==> src/sv/pcmr_pkg.sv <==
// Shared types, codes and constants of the PCM linear gain ramp core.
// No dependencies; every other file of the core imports this package.
package pcmr_pkg;

   localparam int DATA_W    = 32;
   localparam int GAIN_W    = 8;
   localparam int FMT_W     = 3;
   localparam int CH_REG_W  = 4;
   localparam int CSR_IDX_W = 2;
   localparam int QUEUE_DEPTH = 2;

   localparam int DEF_MAX_CHANNELS = 8;
   localparam int DEF_GAIN_STEPS   = 256;

   // register indexes
   localparam logic [CSR_IDX_W-1:0] REG_TOTAL    = 2'd0;
   localparam logic [CSR_IDX_W-1:0] REG_CHANNELS = 2'd1;
   localparam logic [CSR_IDX_W-1:0] REG_FORMAT   = 2'd2;

   // reset values of the registers
   localparam logic [DATA_W-1:0]   TOTAL_RESET    = '0;
   localparam logic [CH_REG_W-1:0] CHANNELS_RESET = 4'd2;

   // command codes
   localparam logic FUNC_SAMPLE  = 1'b0;
   localparam logic FUNC_RESTART = 1'b1;

   // sample formats
   localparam logic [FMT_W-1:0] FMT_S8    = 3'd0;
   localparam logic [FMT_W-1:0] FMT_U8    = 3'd1;
   localparam logic [FMT_W-1:0] FMT_S16LE = 3'd2;
   localparam logic [FMT_W-1:0] FMT_S16BE = 3'd3;
   localparam logic [FMT_W-1:0] FMT_S24LE = 3'd4;
   localparam logic [FMT_W-1:0] FMT_S24BE = 3'd5;
   localparam logic [FMT_W-1:0] FMT_S32LE = 3'd6;
   localparam logic [FMT_W-1:0] FMT_S32BE = 3'd7;
   localparam logic [FMT_W-1:0] FORMAT_RESET = FMT_S16LE;

   // U8 offset binary bias
   localparam logic [7:0] U8_BIAS = 8'h80;

   // one classified sample word on its way to the gain datapath
   typedef struct packed {
      logic [DATA_W-1:0] word;
      logic [GAIN_W-1:0] gain;
      logic              done;
   } q_entry_type;

endpackage

==> src/sv/pcmr_div.sv <==
// Serial restoring divider, one quotient bit per cycle, for ramp resync.
// Depends on pcmr_pkg.
module pcmr_div (
   input  logic                        clock,
   input  logic                        reset,
   input  logic                        start,
   input  logic [pcmr_pkg::DATA_W-1:0] dividend,
   input  logic [pcmr_pkg::DATA_W-1:0] divisor,
   output logic                        done,
   output logic [pcmr_pkg::DATA_W-1:0] quotient,
   output logic [pcmr_pkg::DATA_W-1:0] remainder
);
   import pcmr_pkg::*;

   localparam int CNT_W = $clog2(DATA_W + 1);

   logic [DATA_W-1:0] quo_ff, quo_in;
   logic [DATA_W-1:0] rem_ff, rem_in;
   logic [DATA_W-1:0] dsr_ff, dsr_in;
   logic [CNT_W-1:0]  cnt_ff, cnt_in;
   logic              busy_ff, busy_in;
   logic              done_ff, done_in;
   logic [DATA_W:0]   trial;

   always_comb begin
      trial   = {rem_ff, quo_ff[DATA_W-1]} - {1'b0, dsr_ff};
      quo_in  = quo_ff;
      rem_in  = rem_ff;
      dsr_in  = dsr_ff;
      cnt_in  = cnt_ff;
      busy_in = busy_ff;
      done_in = 1'b0;
      if (start) begin
         quo_in  = dividend;
         rem_in  = '0;
         dsr_in  = divisor;
         cnt_in  = CNT_W'(DATA_W);
         busy_in = 1'b1;
      end else if (busy_ff) begin
         if (!trial[DATA_W]) begin
            rem_in = trial[DATA_W-1:0];
            quo_in = {quo_ff[DATA_W-2:0], 1'b1};
         end else begin
            rem_in = {rem_ff[DATA_W-2:0], quo_ff[DATA_W-1]};
            quo_in = {quo_ff[DATA_W-2:0], 1'b0};
         end
         cnt_in = cnt_ff - CNT_W'(1);
         if (cnt_ff == CNT_W'(1)) begin
            busy_in = 1'b0;
            done_in = 1'b1;
         end
      end
   end

   always_ff @(posedge clock) begin
      if (reset) begin
         busy_ff <= 1'b0;
         done_ff <= 1'b0;
         cnt_ff  <= '0;
      end else begin
         busy_ff <= busy_in;
         done_ff <= done_in;
         cnt_ff  <= cnt_in;
      end
   end

   always_ff @(posedge clock) begin
      quo_ff <= quo_in;
      rem_ff <= rem_in;
      dsr_ff <= dsr_in;
   end

   assign done      = done_ff;
   assign quotient  = quo_ff;
   assign remainder = rem_ff;

endmodule

==> src/sv/pcmr_front.sv <==
// Front end: accepts words, keeps the frame/gain counters, classifies items.
// Depends on pcmr_pkg and pcmr_div (resync of the gain counters).
module pcmr_front #(
   parameter int MAX_CHANNELS = pcmr_pkg::DEF_MAX_CHANNELS,
   parameter int GAIN_STEPS   = pcmr_pkg::DEF_GAIN_STEPS
) (
   input  logic                          clock,
   input  logic                          reset,
   input  logic                          req_valid,
   output logic                          req_stall,
   input  logic                          req_func,
   input  logic [pcmr_pkg::DATA_W-1:0]   req_sample_word,
   input  logic                          req_ramp_down,
   input  logic [pcmr_pkg::DATA_W-1:0]   total_frames,
   input  logic [pcmr_pkg::CH_REG_W-1:0] channel_count,
   input  logic                          total_written,
   input  logic                          queue_full,
   output logic                          push,
   output pcmr_pkg::q_entry_type         entry,
   output logic                          busy
);
   import pcmr_pkg::*;

   localparam int GI_W  = $clog2(GAIN_STEPS + 1);
   localparam int CH_W  = (MAX_CHANNELS > 1) ? $clog2(MAX_CHANNELS) : 1;
   localparam int CNT_W = ($clog2(MAX_CHANNELS + 1) > CH_REG_W) ?
                          $clog2(MAX_CHANNELS + 1) : CH_REG_W;
   localparam logic [GI_W-1:0]   GI_SAT  = GI_W'(GAIN_STEPS);
   localparam logic [GI_W-1:0]   GI_TOP  = GI_W'(GAIN_STEPS - 1);
   localparam logic [GAIN_W-1:0] GAIN_TOP = GAIN_W'(GAIN_STEPS - 1);
   localparam logic [CNT_W-1:0]  CH_MAX  = CNT_W'(MAX_CHANNELS);

   // step = total_frames / GAIN_STEPS by reciprocal multiplication, exact for 32-bit lengths
   localparam int                STEP_SH  = DATA_W + $clog2(GAIN_STEPS);
   localparam int                PROD_W   = 2 * DATA_W + 1;
   localparam logic [DATA_W:0]   STEP_REC = (DATA_W + 1)'(((64'd1 << STEP_SH) +
                                            64'(GAIN_STEPS) - 64'd1) / 64'(GAIN_STEPS));

   // resync sequencer codes
   localparam logic [2:0] RS_IDLE      = 3'd0;
   localparam logic [2:0] RS_STEP      = 3'd1;
   localparam logic [2:0] RS_GAIN      = 3'd2;
   localparam logic [2:0] RS_GAIN_WAIT = 3'd3;

   logic [DATA_W-1:0] frame_ff, frame_in;
   logic [DATA_W-1:0] phase_ff, phase_in;
   logic [DATA_W-1:0] step_ff, step_in;
   logic [GI_W-1:0]   gi_ff, gi_in;
   logic [CH_W-1:0]   ch_ff, ch_in;
   logic [2:0]        rs_ff, rs_in;

   logic              accept, past_end, gi_over;
   logic [CNT_W-1:0]  nch, ch_next;
   logic [GAIN_W-1:0] gain;

   logic [PROD_W-1:0] step_prod;
   logic [DATA_W-1:0] step_quo;

   logic              div_start, div_done;
   logic [DATA_W-1:0] div_dividend, div_divisor, div_quo, div_rem;

   pcmr_div u_div (
      .clock     (clock),
      .reset     (reset),
      .start     (div_start),
      .dividend  (div_dividend),
      .divisor   (div_divisor),
      .done      (div_done),
      .quotient  (div_quo),
      .remainder (div_rem)
   );

   assign busy      = (rs_ff != RS_IDLE);
   assign req_stall = busy || queue_full;
   assign accept    = req_valid && !req_stall;
   assign push      = accept && (req_func == FUNC_SAMPLE);
   assign past_end  = (frame_ff >= total_frames);
   assign gi_over   = (gi_ff > GI_TOP);

   always_comb begin
      if (req_ramp_down) begin
         gain = gi_over ? '0 : GAIN_TOP - GAIN_W'(gi_ff);
      end else begin
         gain = gi_over ? GAIN_TOP : GAIN_W'(gi_ff);
      end
   end

   assign entry.word = req_sample_word;
   assign entry.gain = gain;
   assign entry.done = past_end;

   // clamp channel count to 1..MAX_CHANNELS
   always_comb begin
      if (channel_count == '0) begin
         nch = CNT_W'(1);
      end else if (CNT_W'(channel_count) > CH_MAX) begin
         nch = CH_MAX;
      end else begin
         nch = CNT_W'(channel_count);
      end
      ch_next = CNT_W'(ch_ff) + CNT_W'(1);
   end

   assign step_prod    = PROD_W'(total_frames) * PROD_W'(STEP_REC);
   assign step_quo     = DATA_W'(step_prod >> STEP_SH);

   assign div_start    = (rs_ff == RS_GAIN);
   assign div_dividend = frame_ff;
   assign div_divisor  = step_ff;

   always_comb begin
      frame_in = frame_ff;
      phase_in = phase_ff;
      step_in  = step_ff;
      gi_in    = gi_ff;
      ch_in    = ch_ff;
      rs_in    = rs_ff;

      if (accept) begin
         if (req_func == FUNC_RESTART) begin
            frame_in = '0;
            phase_in = '0;
            gi_in    = '0;
            ch_in    = '0;
         end else if (!past_end) begin
            if (ch_next >= nch) begin
               ch_in    = '0;
               frame_in = frame_ff + DATA_W'(1);
               if (phase_ff + DATA_W'(1) == step_ff) begin
                  phase_in = '0;
                  if (gi_ff != GI_SAT) begin
                     gi_in = gi_ff + GI_W'(1);
                  end
               end else begin
                  phase_in = phase_ff + DATA_W'(1);
               end
            end else begin
               ch_in = CH_W'(ch_next);
            end
         end
      end

      case (rs_ff)
         RS_IDLE: begin
         end
         RS_STEP: begin
            step_in = (step_quo == '0) ? DATA_W'(1) : step_quo;
            rs_in   = RS_GAIN;
         end
         RS_GAIN: begin
            rs_in = RS_GAIN_WAIT;
         end
         RS_GAIN_WAIT: begin
            if (div_done) begin
               gi_in    = (div_quo > DATA_W'(GAIN_STEPS)) ? GI_SAT : GI_W'(div_quo);
               phase_in = div_rem;
               rs_in    = RS_IDLE;
            end
         end
         default: begin
            rs_in = RS_IDLE;
         end
      endcase

      // a new ramp length restarts the resync
      if (total_written) begin
         rs_in = RS_STEP;
      end
   end

   always_ff @(posedge clock) begin
      if (reset) begin
         frame_ff <= '0;
         phase_ff <= '0;
         step_ff  <= DATA_W'(1);
         gi_ff    <= '0;
         ch_ff    <= '0;
         rs_ff    <= RS_IDLE;
      end else begin
         frame_ff <= frame_in;
         phase_ff <= phase_in;
         step_ff  <= step_in;
         gi_ff    <= gi_in;
         ch_ff    <= ch_in;
         rs_ff    <= rs_in;
      end
   end

endmodule

==> src/sv/pcmr_queue.sv <==
// Short FIFO that decouples the front end from the gain datapath.
// Depends on pcmr_pkg for the entry type and depth.
module pcmr_queue (
   input  logic                  clock,
   input  logic                  reset,
   input  logic                  push,
   input  pcmr_pkg::q_entry_type push_entry,
   input  logic                  pop,
   output pcmr_pkg::q_entry_type head,
   output logic                  not_empty,
   output logic                  full
);
   import pcmr_pkg::*;

   localparam int PTR_W = (QUEUE_DEPTH > 1) ? $clog2(QUEUE_DEPTH) : 1;
   localparam int CNT_W = $clog2(QUEUE_DEPTH + 1);

   q_entry_type      mem [QUEUE_DEPTH];
   logic [PTR_W-1:0] wr_ff, wr_in;
   logic [PTR_W-1:0] rd_ff, rd_in;
   logic [CNT_W-1:0] cnt_ff, cnt_in;
   logic             do_push, do_pop;

   assign full      = (cnt_ff == CNT_W'(QUEUE_DEPTH));
   assign not_empty = (cnt_ff != '0);
   assign do_push   = push && !full;
   assign do_pop    = pop && not_empty;
   assign head      = mem[rd_ff];

   always_comb begin
      wr_in  = wr_ff;
      rd_in  = rd_ff;
      cnt_in = cnt_ff;
      if (do_push) begin
         wr_in = (wr_ff == PTR_W'(QUEUE_DEPTH - 1)) ? '0 : wr_ff + PTR_W'(1);
      end
      if (do_pop) begin
         rd_in = (rd_ff == PTR_W'(QUEUE_DEPTH - 1)) ? '0 : rd_ff + PTR_W'(1);
      end
      if (do_push && !do_pop) begin
         cnt_in = cnt_ff + CNT_W'(1);
      end else if (do_pop && !do_push) begin
         cnt_in = cnt_ff - CNT_W'(1);
      end
   end

   always_ff @(posedge clock) begin
      if (reset) begin
         wr_ff  <= '0;
         rd_ff  <= '0;
         cnt_ff <= '0;
      end else begin
         wr_ff  <= wr_in;
         rd_ff  <= rd_in;
         cnt_ff <= cnt_in;
      end
   end

   always_ff @(posedge clock) begin
      if (do_push) begin
         mem[wr_ff] <= push_entry;
      end
   end

endmodule

==> src/sv/pcmr_back.sv <==
// Gain datapath: decode, shift-add gain over two stages, re-encode, output register.
// Depends on pcmr_pkg.
module pcmr_back (
   input  logic                        clock,
   input  logic                        reset,
   input  logic [pcmr_pkg::FMT_W-1:0]  sample_format,
   input  pcmr_pkg::q_entry_type       head,
   input  logic                        head_valid,
   output logic                        pop,
   output logic                        rsp_valid,
   input  logic                        rsp_stall,
   output logic [pcmr_pkg::DATA_W-1:0] rsp_out_word,
   output logic                        rsp_ramp_done
);
   import pcmr_pkg::*;

   localparam int ACC_W = DATA_W + 2;

   function automatic logic [DATA_W-1:0] decode(input logic [DATA_W-1:0] w,
                                                input logic [FMT_W-1:0] f);
      logic [7:0] b0, b1, b2, b3;
      logic [7:0] u;
      b0 = w[7:0];
      b1 = w[15:8];
      b2 = w[23:16];
      b3 = w[31:24];
      u  = b0 ^ U8_BIAS;
      case (f)
         FMT_S8:    decode = {{24{b0[7]}}, b0};
         FMT_U8:    decode = {{24{u[7]}}, u};
         FMT_S16LE: decode = {{16{b1[7]}}, b1, b0};
         FMT_S16BE: decode = {{16{b0[7]}}, b0, b1};
         FMT_S24LE: decode = {{8{b2[7]}}, b2, b1, b0};
         FMT_S24BE: decode = {{8{b0[7]}}, b0, b1, b2};
         FMT_S32LE: decode = w;
         default:   decode = {b0, b1, b2, b3};
      endcase
   endfunction

   function automatic logic [DATA_W-1:0] encode(input logic [DATA_W-1:0] v,
                                                input logic [DATA_W-1:0] w,
                                                input logic [FMT_W-1:0] f);
      case (f)
         FMT_S8:    encode = {w[31:8], v[7:0]};
         FMT_U8:    encode = {w[31:8], v[7:0] ^ U8_BIAS};
         FMT_S16LE: encode = {w[31:16], v[15:8], v[7:0]};
         FMT_S16BE: encode = {w[31:16], v[7:0], v[15:8]};
         FMT_S24LE: encode = {w[31:24], v[23:16], v[15:8], v[7:0]};
         FMT_S24BE: encode = {w[31:24], v[7:0], v[15:8], v[23:16]};
         FMT_S32LE: encode = v;
         default:   encode = {v[7:0], v[15:8], v[23:16], v[31:24]};
      endcase
   endfunction

   logic                    a_valid_ff, a_valid_in;
   logic [DATA_W-1:0]       a_word_ff;
   logic                    a_done_ff;
   logic signed [ACC_W-1:0] a_sum_ff [4];

   logic                    b_valid_ff, b_valid_in;
   logic [DATA_W-1:0]       b_word_ff;
   logic                    b_done_ff;
   logic signed [ACC_W-1:0] b_sum_ff [2];

   logic                    o_valid_ff, o_valid_in;
   logic [DATA_W-1:0]       o_word_ff, o_word_in;
   logic                    o_done_ff;

   logic                    o_ready, b_ready, a_ready;
   logic [DATA_W-1:0]       s_dec;
   logic signed [ACC_W-1:0] s_ext;
   logic signed [ACC_W-1:0] term [8];
   logic signed [ACC_W-1:0] a_sum_in [4];
   logic signed [ACC_W-1:0] total;

   assign o_ready = !o_valid_ff || !rsp_stall;
   assign b_ready = !b_valid_ff || o_ready;
   assign a_ready = !a_valid_ff || b_ready;
   assign pop     = head_valid && a_ready;

   // bit i of the gain adds the sample shifted right by 8-i, floored
   always_comb begin
      s_dec = decode(head.word, sample_format);
      s_ext = ACC_W'(signed'(s_dec));
      for (int i = 0; i < 8; i++) begin
         term[i] = '0;
         if (head.gain[i]) begin
            term[i] = s_ext >>> (8 - i);
         end
      end
      for (int k = 0; k < 4; k++) begin
         a_sum_in[k] = term[2*k] + term[2*k+1];
      end
   end

   assign total      = b_sum_ff[0] + b_sum_ff[1];
   assign o_word_in  = b_done_ff ? b_word_ff
                                 : encode(total[DATA_W-1:0], b_word_ff, sample_format);
   assign a_valid_in = a_ready ? head_valid : a_valid_ff;
   assign b_valid_in = b_ready ? a_valid_ff : b_valid_ff;
   assign o_valid_in = o_ready ? b_valid_ff : o_valid_ff;

   always_ff @(posedge clock) begin
      if (reset) begin
         a_valid_ff <= 1'b0;
         b_valid_ff <= 1'b0;
         o_valid_ff <= 1'b0;
      end else begin
         a_valid_ff <= a_valid_in;
         b_valid_ff <= b_valid_in;
         o_valid_ff <= o_valid_in;
      end
   end

   always_ff @(posedge clock) begin
      if (pop) begin
         a_word_ff <= head.word;
         a_done_ff <= head.done;
         for (int k = 0; k < 4; k++) begin
            a_sum_ff[k] <= a_sum_in[k];
         end
      end
      if (b_ready && a_valid_ff) begin
         b_word_ff   <= a_word_ff;
         b_done_ff   <= a_done_ff;
         b_sum_ff[0] <= a_sum_ff[0] + a_sum_ff[1];
         b_sum_ff[1] <= a_sum_ff[2] + a_sum_ff[3];
      end
      if (o_ready && b_valid_ff) begin
         o_word_ff <= o_word_in;
         o_done_ff <= b_done_ff;
      end
   end

   assign rsp_valid     = o_valid_ff;
   assign rsp_out_word  = o_word_ff;
   assign rsp_ramp_done = o_done_ff;

endmodule

==> src/sv/pcm_linear_gain_ramp_core.sv <==
// Top level of the PCM linear gain ramp core: registers, front end, queue, datapath.
// Depends on pcmr_pkg, pcmr_front, pcmr_queue and pcmr_back.
//
//   channel  direction  handshake             payload
//   req      in         req_valid/req_stall   func, sample_word, ramp_down
//   rsp      out        rsp_valid/rsp_stall   out_word, ramp_done
//   csr      in         csr_we                csr_index, csr_wdata
//
// One word a cycle sustained while no stall or resync holds the input; a result is
// registered in the queue, then in the datapath's a, b and output stages. The front
// end tracks the gain step count incrementally, so no divide sits in the sample path. A
// write to total_frames starts a resync: a reciprocal multiply for the step, then a
// serial division of the frame index; req_stall stays high until the division is done.
// Reset is synchronous and clears counters, queue and pipeline valids.
// rsp_stall backs up into a two-entry queue, then into req_stall.
module pcm_linear_gain_ramp_core #(
   parameter int MAX_CHANNELS = pcmr_pkg::DEF_MAX_CHANNELS,
   parameter int GAIN_STEPS   = pcmr_pkg::DEF_GAIN_STEPS
) (
   input  logic                           clock,
   input  logic                           reset,
   input  logic                           csr_we,
   input  logic [pcmr_pkg::CSR_IDX_W-1:0] csr_index,
   input  logic [pcmr_pkg::DATA_W-1:0]    csr_wdata,
   input  logic                           req_valid,
   output logic                           req_stall,
   input  logic                           req_func,
   input  logic [pcmr_pkg::DATA_W-1:0]    req_sample_word,
   input  logic                           req_ramp_down,
   output logic                           rsp_valid,
   input  logic                           rsp_stall,
   output logic [pcmr_pkg::DATA_W-1:0]    rsp_out_word,
   output logic                           rsp_ramp_done
);
   import pcmr_pkg::*;

   logic [DATA_W-1:0]   total_ff, total_in;
   logic [CH_REG_W-1:0] chcnt_ff, chcnt_in;
   logic [FMT_W-1:0]    fmt_ff, fmt_in;
   logic                total_written;

   logic                q_push, q_pop, q_full, q_not_empty, fr_busy;
   q_entry_type         q_in, q_head;

   // register file: write only, out-of-range indexes drop
   assign total_written = csr_we && (csr_index == REG_TOTAL);

   always_comb begin
      total_in = total_ff;
      chcnt_in = chcnt_ff;
      fmt_in   = fmt_ff;
      if (csr_we) begin
         case (csr_index)
            REG_TOTAL:    total_in = csr_wdata;
            REG_CHANNELS: chcnt_in = csr_wdata[CH_REG_W-1:0];
            REG_FORMAT:   fmt_in   = csr_wdata[FMT_W-1:0];
            default: begin
            end
         endcase
      end
   end

   always_ff @(posedge clock) begin
      if (reset) begin
         total_ff <= TOTAL_RESET;
         chcnt_ff <= CHANNELS_RESET;
         fmt_ff   <= FORMAT_RESET;
      end else begin
         total_ff <= total_in;
         chcnt_ff <= chcnt_in;
         fmt_ff   <= fmt_in;
      end
   end

   // front end: classify the word, pick its gain, advance the frame counters
   pcmr_front #(
      .MAX_CHANNELS (MAX_CHANNELS),
      .GAIN_STEPS   (GAIN_STEPS)
   ) u_front (
      .clock           (clock),
      .reset           (reset),
      .req_valid       (req_valid),
      .req_stall       (req_stall),
      .req_func        (req_func),
      .req_sample_word (req_sample_word),
      .req_ramp_down   (req_ramp_down),
      .total_frames    (total_ff),
      .channel_count   (chcnt_ff),
      .total_written   (total_written),
      .queue_full      (q_full),
      .push            (q_push),
      .entry           (q_in),
      .busy            (fr_busy)
   );

   // hold classified words until the datapath takes them
   pcmr_queue u_queue (
      .clock      (clock),
      .reset      (reset),
      .push       (q_push),
      .push_entry (q_in),
      .pop        (q_pop),
      .head       (q_head),
      .not_empty  (q_not_empty),
      .full       (q_full)
   );

   // decode, scale, re-encode and drive the result word
   pcmr_back u_back (
      .clock         (clock),
      .reset         (reset),
      .sample_format (fmt_ff),
      .head          (q_head),
      .head_valid    (q_not_empty),
      .pop           (q_pop),
      .rsp_valid     (rsp_valid),
      .rsp_stall     (rsp_stall),
      .rsp_out_word  (rsp_out_word),
      .rsp_ramp_done (rsp_ramp_done)
   );

`ifndef SYNTHESIS
   a_no_push_when_full: assert property (@(posedge clock) disable iff (reset)
      q_push |-> !q_full)
      else $error("word pushed into a full queue");

   a_no_push_in_resync: assert property (@(posedge clock) disable iff (reset)
      fr_busy |-> !q_push)
      else $error("word accepted during gain resync");

   a_resync_stalls: assert property (@(posedge clock) disable iff (reset)
      total_written |=> req_stall)
      else $error("ramp length write did not stall the input");

   a_pop_only_nonempty: assert property (@(posedge clock) disable iff (reset)
      q_pop |-> q_not_empty)
      else $error("datapath popped an empty queue");
`endif

endmodule
==> config.mk <==
export PLATFORM = sky130hd
export DESIGN_NAME = pcm_linear_gain_ramp_core
export DESIGN_NICKNAME = d
export VERILOG_FILES = /design/src/sv/pcmr_pkg.sv /design/src/sv/pcmr_div.sv /design/src/sv/pcmr_front.sv /design/src/sv/pcmr_queue.sv /design/src/sv/pcmr_back.sv /design/src/sv/pcm_linear_gain_ramp_core.sv
export SDC_FILE = /design/constraint.sdc
export NUM_CORES = 2
export LEC_CHECK = 0
export ABC_AREA = 0
export ABC_CLOCK_PERIOD_IN_PS = 7600
export BUFFER_PORTS_ARGS = -buffer_cell sky130_fd_sc_hd__buf_4
export CORE_ASPECT_RATIO = 1.25
export CORE_MARGIN = 2
export CORE_UTILIZATION = 30
export DETAILED_ROUTE_END_ITERATION = 12
export GPL_TIMING_DRIVEN = 0
export REMOVE_ABC_BUFFERS = 1
export SLEW_MARGIN = 20
export SYNTH_ARGS = -nofsm -noshare
export SYNTH_HDL_FRONTEND = slang
export SYNTH_SLANG_ARGS = --single-unit
==> constraint.sdc <==
create_clock -name clock -period 7.6 [get_ports clock]
set_clock_uncertainty 0.2 [all_clocks]
set_input_delay 0.38 -clock clock [delete_from_list [all_inputs] [get_ports clock]]
set_output_delay 0.38 -clock clock [all_outputs]
set_load 0.02 [all_outputs]
After elaboration in Yosys (flattened, before gate mapping). Memory sizes are Yosys's and may differ from the RTL's. A register that Yosys moved wholly into a read port is not among the register bits. Cells that the tools add are included.

Bits in registers: 360. RAM bits: 286. Bits of input ports: 73. Memories kept: 3.

$add $sub $neg: 18. Order comparisons: 5. Eq/ne operators: 19. Mux-type cells: 64. Bitwise logic cells: 5. Reduce and logical (&&, ||, !) cells: 42.

Memories: u_back.a_sum_ff (words 4, bits a word 34, read ports 4, clocked after Yosys merged registers in 0, wr ports 4, line pcmr_back.sv:58) `logic signed [ACC_W-1:0] a_sum_ff [4];`; u_queue.mem (words 2, bits a word 41, read ports 1, clocked after Yosys merged registers in 1, wr ports 1, line pcmr_queue.sv:18) `q_entry_type mem [QUEUE_DEPTH];`; u_back.b_sum_ff (words 2, bits a word 34, read ports 2, clocked after Yosys merged registers in 0, wr ports 2, line pcmr_back.sv:63) `logic signed [ACC_W-1:0] b_sum_ff [2];`.

Operators with widths (number): 32-bit two-way mux (14); 32-bit one-hot mux with 7 select lines (2); 34-bit two-way mux (8); 34-bit adder (6); 9-bit two-way mux (9); 32-bit by 1-bit adder with 32-bit output (second input constant) (2); 33-bit by 32-bit subtractor with 33-bit output (1); 32-bit adder (1); 32-bit == test (1); 32-bit >= comparator (1); 32-bit by 9-bit greater-than comparator with 1-bit output (second input constant) (1); 32-bit logical NOT (1); 24-bit two-way mux (1); 8-bit two-way mux (3); 1-bit two-way mux (16); 3-bit by 2-bit == test with 1-bit output (second input constant) (4); 3-bit two-way mux (4); 6-bit two-way mux (2); 3-bit one-hot mux with 4 select lines (1); 2-bit AND reduction (6); 1-bit logical AND (10); 9-bit by 1-bit adder with 9-bit output (second input constant) (1); 3-bit == test (second input constant) (3); 9-bit by 8-bit greater-than comparator with 1-bit output (second input constant) (1); 28 further kinds (54).

Logic depth before layout (Yosys ltp).
Depth after elaboration: 10. Depth in mapped cells: 23. Mapped depth without buffers: 21.

Cells and area by module. Synthesis repeated with hierarchy kept, for this count alone.

Cells, all modules: 4269. Area, all modules: 41144.5 um^2.

By module, submodules not included: pcmr_back (instances 1, cells an instance 2336, area each 22333.9 um^2, sequential area each 8798.4 um^2); pcmr_front (instances 1, cells an instance 1023, area each 7873.8 um^2, sequential area each 2042.0 um^2); pcmr_div (instances 1, cells an instance 592, area each 6022.0 um^2, sequential area each 2722.6 um^2); pcmr_queue (instances 1, cells an instance 153, area each 3169.3 um^2, sequential area each 2562.5 um^2); pcm_linear_gain_ramp_core (instances 1, cells an instance 165, area each 1745.4 um^2, sequential area each 780.7 um^2).

Worst setup path before layout. OpenSTA, ideal clock, no wires.

Kind: flip-flop to flip-flop. Start point: register u_back.o_valid_ff (netlist: u_back.rsp_valid). End point: register u_back.b_done_ff, enable pin. Setup time: 565 ps. Arrival: 4906 ps. Required time: 6835 ps. Path slack: 1929 ps. Cell stages (with the launch flop): 3. Buffers on the path: 0. Cells stage by stage: dfxtp_1 and3_1 nor2b_1.

Word-level cells in the longest chain between the ends: 4.

RTL lines: start, declared (line pcmr_back.sv:65) `logic o_valid_ff, o_valid_in;`; start signal, assigned (line pcmr_back.sv:111) `o_valid_ff <= o_valid_in;`; 1-bit logical NOT (line pcmr_back.sv:76) `assign o_ready = !o_valid_ff || !rsp_stall;`; 1-bit logical OR (line pcmr_back.sv:76); 1-bit logical OR (line pcmr_back.sv:77) `assign b_ready = !b_valid_ff || o_ready;`; 1-bit logical AND (line pcmr_back.sv:123) `if (b_ready && a_valid_ff) begin`; end signal, assigned (line pcmr_back.sv:125) `b_done_ff <= a_done_ff;`; end, declared (line pcmr_back.sv:62) `logic b_done_ff;`.

No other way between the ends. A chain may end at the register's enable or synchronous reset.

==> insert_results.sql <==
INSERT INTO impl_metrics (metric_group, metric, value, unit) VALUES
('status', 'run_status', 'completed', ''),
('synth', 'avgSynthCellArea', '9.52', 'sq um'),
('power', 'p_per_area', '430', 'nW/um^2'),
('layout', 'finalInstanceArea', '45000', 'sq um'),
('cts', 'tritoncts', 'done', ''),
('synth', 'post_synth_most_frequent_cells', 'nor2_1, edfxtp_1, a21oi_1', ''),
('grt', 'grt_pass1_vias', '30400', ''),
('setup_path', 'critical_path_class', 'reg2reg', ''),
('place', 'place.gp.congestion', '0.936', ''),
('synth', 'most_instantiated_flip_flop_cell_in_the_synthesis_netlist', 'edfxtp_1', ''),
('layout', 'finalNetCount', '4528', ''),
('die', 'die-area', '132000', 'sq um'),
('place', 'portBuffers', '107', ''),
('grt', 'grt_start_max_net_pins', '115', ''),
('synth', 'async_reset_ff_frac', '0', ''),
('die', 'row_count', '147', ''),
('detailed_routing', 'drt_first_iter_violations', '2237', ''),
('detailed_routing', 'routed_wirelength', '107', 'mm'),
('grt', 'grt_overflow', '0', ''),
('sta', 'report.final.setup_viol', '0', ''),
('setup_path', 'timing.critical_path.from', 'fmt_ff[0]', ''),
('setup_path', 'r2r_start', 'fmt_ff[0]', ''),
('cts', 'cts_buffers', '74', ''),
('grt', 'global_route.usage.total', '0.159', ''),
('die', 'initial_core_util', '0.301', ''),
('power', 'cellLeakagePower', '17.3', 'nW'),
('place', 'dp_cells', '5731', ''),
('sta', 'timing.final.hold_violations', '0', ''),
('synth', 'synth_top_area_frac', '0.334', ''),
('sta', 'worstMarginPinSlew', '1.13', 'ns'),
('layout', 'antennaDiodeCount', '0', ''),
('layout', 'drive_above_1_share', '0.0946', ''),
('setup_path', 'cp-end-kind', 'flop', ''),
('min_path', 'kind_of_path_behind_the_tightest_hold_check', 'in2reg', ''),
('setup_path', 'timing.critical_path.from_type', 'flop', ''),
('layout', 'layout.core_utilization', '0.352', ''),
('die', 'core', '128000', 'sq um'),
('power', 'peak_supply_drop', '0.000225', 'V'),
('synth', 'synth_sequential_area_ratio', '0.432', ''),
('power', 'totalPowerFinal', '19.4', 'mW'),
('sta', 'final.hold.worst_slack', '0.0673', 'ns'),
('grt', 'wire_length_of_the_first_global_routing_pass', '167', 'mm'),
('synth', 'synth_warnings', '0', ''),
('flow_run', 'maxCapViolations', '0', ''),
('cts', 'path_clk_slew', '0.06', 'ns'),
('setup_path', 'crit_fanout', '77', ''),
('sta', 'drv_slew', '0', ''),
('synth', 'syn-cell-area', '38600', 'sq um'),
('detailed_routing', 'route.vias.total', '31100', ''),
('die', 'ios', '108', ''),
('synth', 'yosys_register_bits', '618', ''),
('synth', 'yosys.cell_types.count', '91', ''),
('die', 'dieHeight', '405', 'um'),
('detailed_routing', 'routed_length_per_instance', '17.9', 'um'),
('place', 'place_area', '41600', 'sq um'),
('cts', 'cts_sinks', '618', ''),
('synth', 'dominant_cell_by_count_in_the_synthesized_netlist', 'nor2_1', ''),
('sta', 'rsz_0062_raised_after_global_routing', 'false', ''),
('detailed_routing', 'drt_first_pass_iters', '5', ''),
('detailed_routing', 'detail_route.drc_violations', '0', ''),
('synth', 'synth_top_cells_by_area', 'edfxtp_1, dfxtp_1, ha_1', ''),
('sta', 'fin_crit_share', '0.908', ''),
('sta', 'fin_ws', '0.696', 'ns'),
('synth', 'syn-instance-count', '4054', ''),
('setup_path', 'arrival', '7.08', 'ns'),
('sta', 'maxSlewHeadroom', '0.246', ''),
('sta', 'setup-tns-final', '0', 'ns'),
('detailed_routing', 'drt.antenna.violating_nets', '0', ''),
('detailed_routing', 'vias_per_cell', '5.23', ''),
('sta', 'period_minus_ws_final', '6.90', 'ns'),
('min_path', 'worst_hold_startpoint', 'csr_index[0]', ''),
('die', 'dieWidth', '325', 'um'),
('layout', 'layout-area-overhead-vs-synth', '16.8', '%'),
('cts', 'cts_root_buf', 'clkbuf_16', ''),
('grt', 'number_of_antenna_violations_at_the_first_check_in_global_routing', '1', ''),
('setup_path', 'timing.critical_path.required', '7.78', 'ns'),
('cts', 'worstSkewPairLatency', '0.65', 'ns'),
('cts', 'cts_htree_levels', '3', ''),
('layout', 'stdcell_count', '5943', ''),
('place', 'dpl.hpwl', '79.5', 'mm'),
('layout', 'fillerInstances', '13000', ''),
('synth', 'synth-edff-count', '429', ''),
('synth', 'synthDominantAreaCellType', 'edfxtp_1', ''),
('place', 'post-place-ws', '0.450', 'ns'),
('cts', 'cts.path.max_buffers', '3', ''),
('sta', 'max_clock_freq', '145', 'MHz');
[cell families after synthesis]
group | after synthesis | synth area share
fa+ha+maj | 286 | 0.0943
xor+xnor | 275 | 0.0624
simple gates | 1355 | 0.165
compound gates | 1038 | 0.173
buf+inv | 335 | 0.0335
flops | 618 | 0.432
mux | 147 | 0.0399
[critical path, cell delays in order, from the launching register on]
cell	delay, ns
dfxtp_4	0.36
buf_16	0.19
inv_1	0.82
nor2_1	0.47
o22ai_1	0.85
nor2_1	0.17
fa_1	0.49
a2111o_1	0.43
a31oi_1	0.30
a21oi_1	0.16
and3_1	0.25
o311ai_0	0.79
nor2_1	0.17
o41a_1	0.44
nand4_1	0.15
a31oi_1	0.14
xor2_1	0.17
[final cells by class]
class	count	area, sq um	area share
multi-input cells	3101	20800	0.463
flip-flops and latches	618	16700	0.370
well taps	1713	2140	0.0476
repair buffers	211	2110	0.0469
clock buffers	94	2050	0.0455
inverters	163	619	0.0137
clock inverters	43	596	0.0132
[layer usage]
layer | global-route usage | vias up | wire, um | part of all wire
li1 | - | 15100 | - | -
met1 | 0.188 | 14900 | 44400 | 0.42
met2 | 0.287 | 812 | 53300 | 0.50
met3 | 0.0196 | 211 | 4750 | 0.045
met4 | 0.0682 | 0 | 4200 | 0.039
met5 | 0 | - | 0 | 0
[repair_timing]
item	CTS	global route
hold buffers	73	0
hold endpoints to repair	134	0
buffers inserted	0	0
resized for setup	0	1
setup endpoints to repair	0	8
[path summary, 6_finish.rpt]
| check | to | slack [ns] | cells after the start |
|---|---|---|---|
| max | u_back.a_sum_ff[2][28] | 0.70 | 16 |
| min | fmt_ff[1] | 0.07 | 3 |
| max reg2reg | u_back.a_sum_ff[2][28] | 0.70 | 16 |
| min reg2reg | u_back.b_word_ff[17] | 0.21 | 0 |
[registers in the layout, indices dropped and copies added, names as in the netlist, 2 cells and up, named ones only]
register / count
u_back.a_sum_ff: 128
u_queue.mem: 82
u_back.b_sum_ff: 64
total_ff: 32
u_back.a_word_ff: 32
u_back.b_word_ff: 32
u_back.rsp_out_word: 32
u_front.div_dividend: 32
u_front.phase_ff: 32
u_front.u_div.quotient: 32
u_front.u_div.remainder: 32
u_front.div_divisor: 24
u_front.u_div.dsr_ff: 24
u_front.gi_ff: 9
u_front.u_div.cnt_ff: 6
chcnt_ff: 4
fmt_ff: 3
u_front.ch_ff: 3
u_front.rs_ff: 2
u_queue.cnt_ff: 2
[power breakdown]
group	total (mW)	internal, mW	leakage [nW]	switching [mW]
logic	10.0	3.85	10.5	6.15
clock network	3.84	2.32	1.30	1.52
registers	5.53	5.10	5.56	0.421
total	19.4	11.3	17.3	8.10
[cells in the final DEF (no fill, tap or decap), types with 15 or more instances in the layout]
| cell type | n |
|---|---|
| nor4_1 | 44 |
| buf_4 | 109 |
| ha_1 | 276 |
| inv_1 | 160 |
| o21a_1 | 37 |
| o211ai_1 | 27 |
| a221oi_1 | 19 |
| mux2_2 | 55 |
| dfxtp_1 | 184 |
| a21o_1 | 110 |
| o221ai_1 | 24 |
| a21oi_1 | 314 |
| nor2_1 | 556 |
| or3_1 | 34 |
| a311oi_1 | 18 |
| and3_1 | 50 |
| nand3_1 | 81 |
| clkbuf_16 | 76 |
| nand2_1 | 291 |
| nor3_1 | 84 |
| xnor2_1 | 194 |
| and2_1 | 23 |
| nand2b_1 | 44 |
| edfxtp_1 | 429 |
| nand4_1 | 39 |
| a31oi_1 | 32 |
| or2_2 | 15 |
| o21bai_1 | 26 |
| xor2_1 | 81 |
| a211oi_1 | 69 |
| dlygate4sd3_1 | 73 |
| nor2b_1 | 28 |
| o22ai_1 | 32 |
| mux2i_1 | 84 |
| o21ai_0 | 194 |
| o31ai_1 | 18 |
No activity file was read; power rests on OpenSTA's default activity.
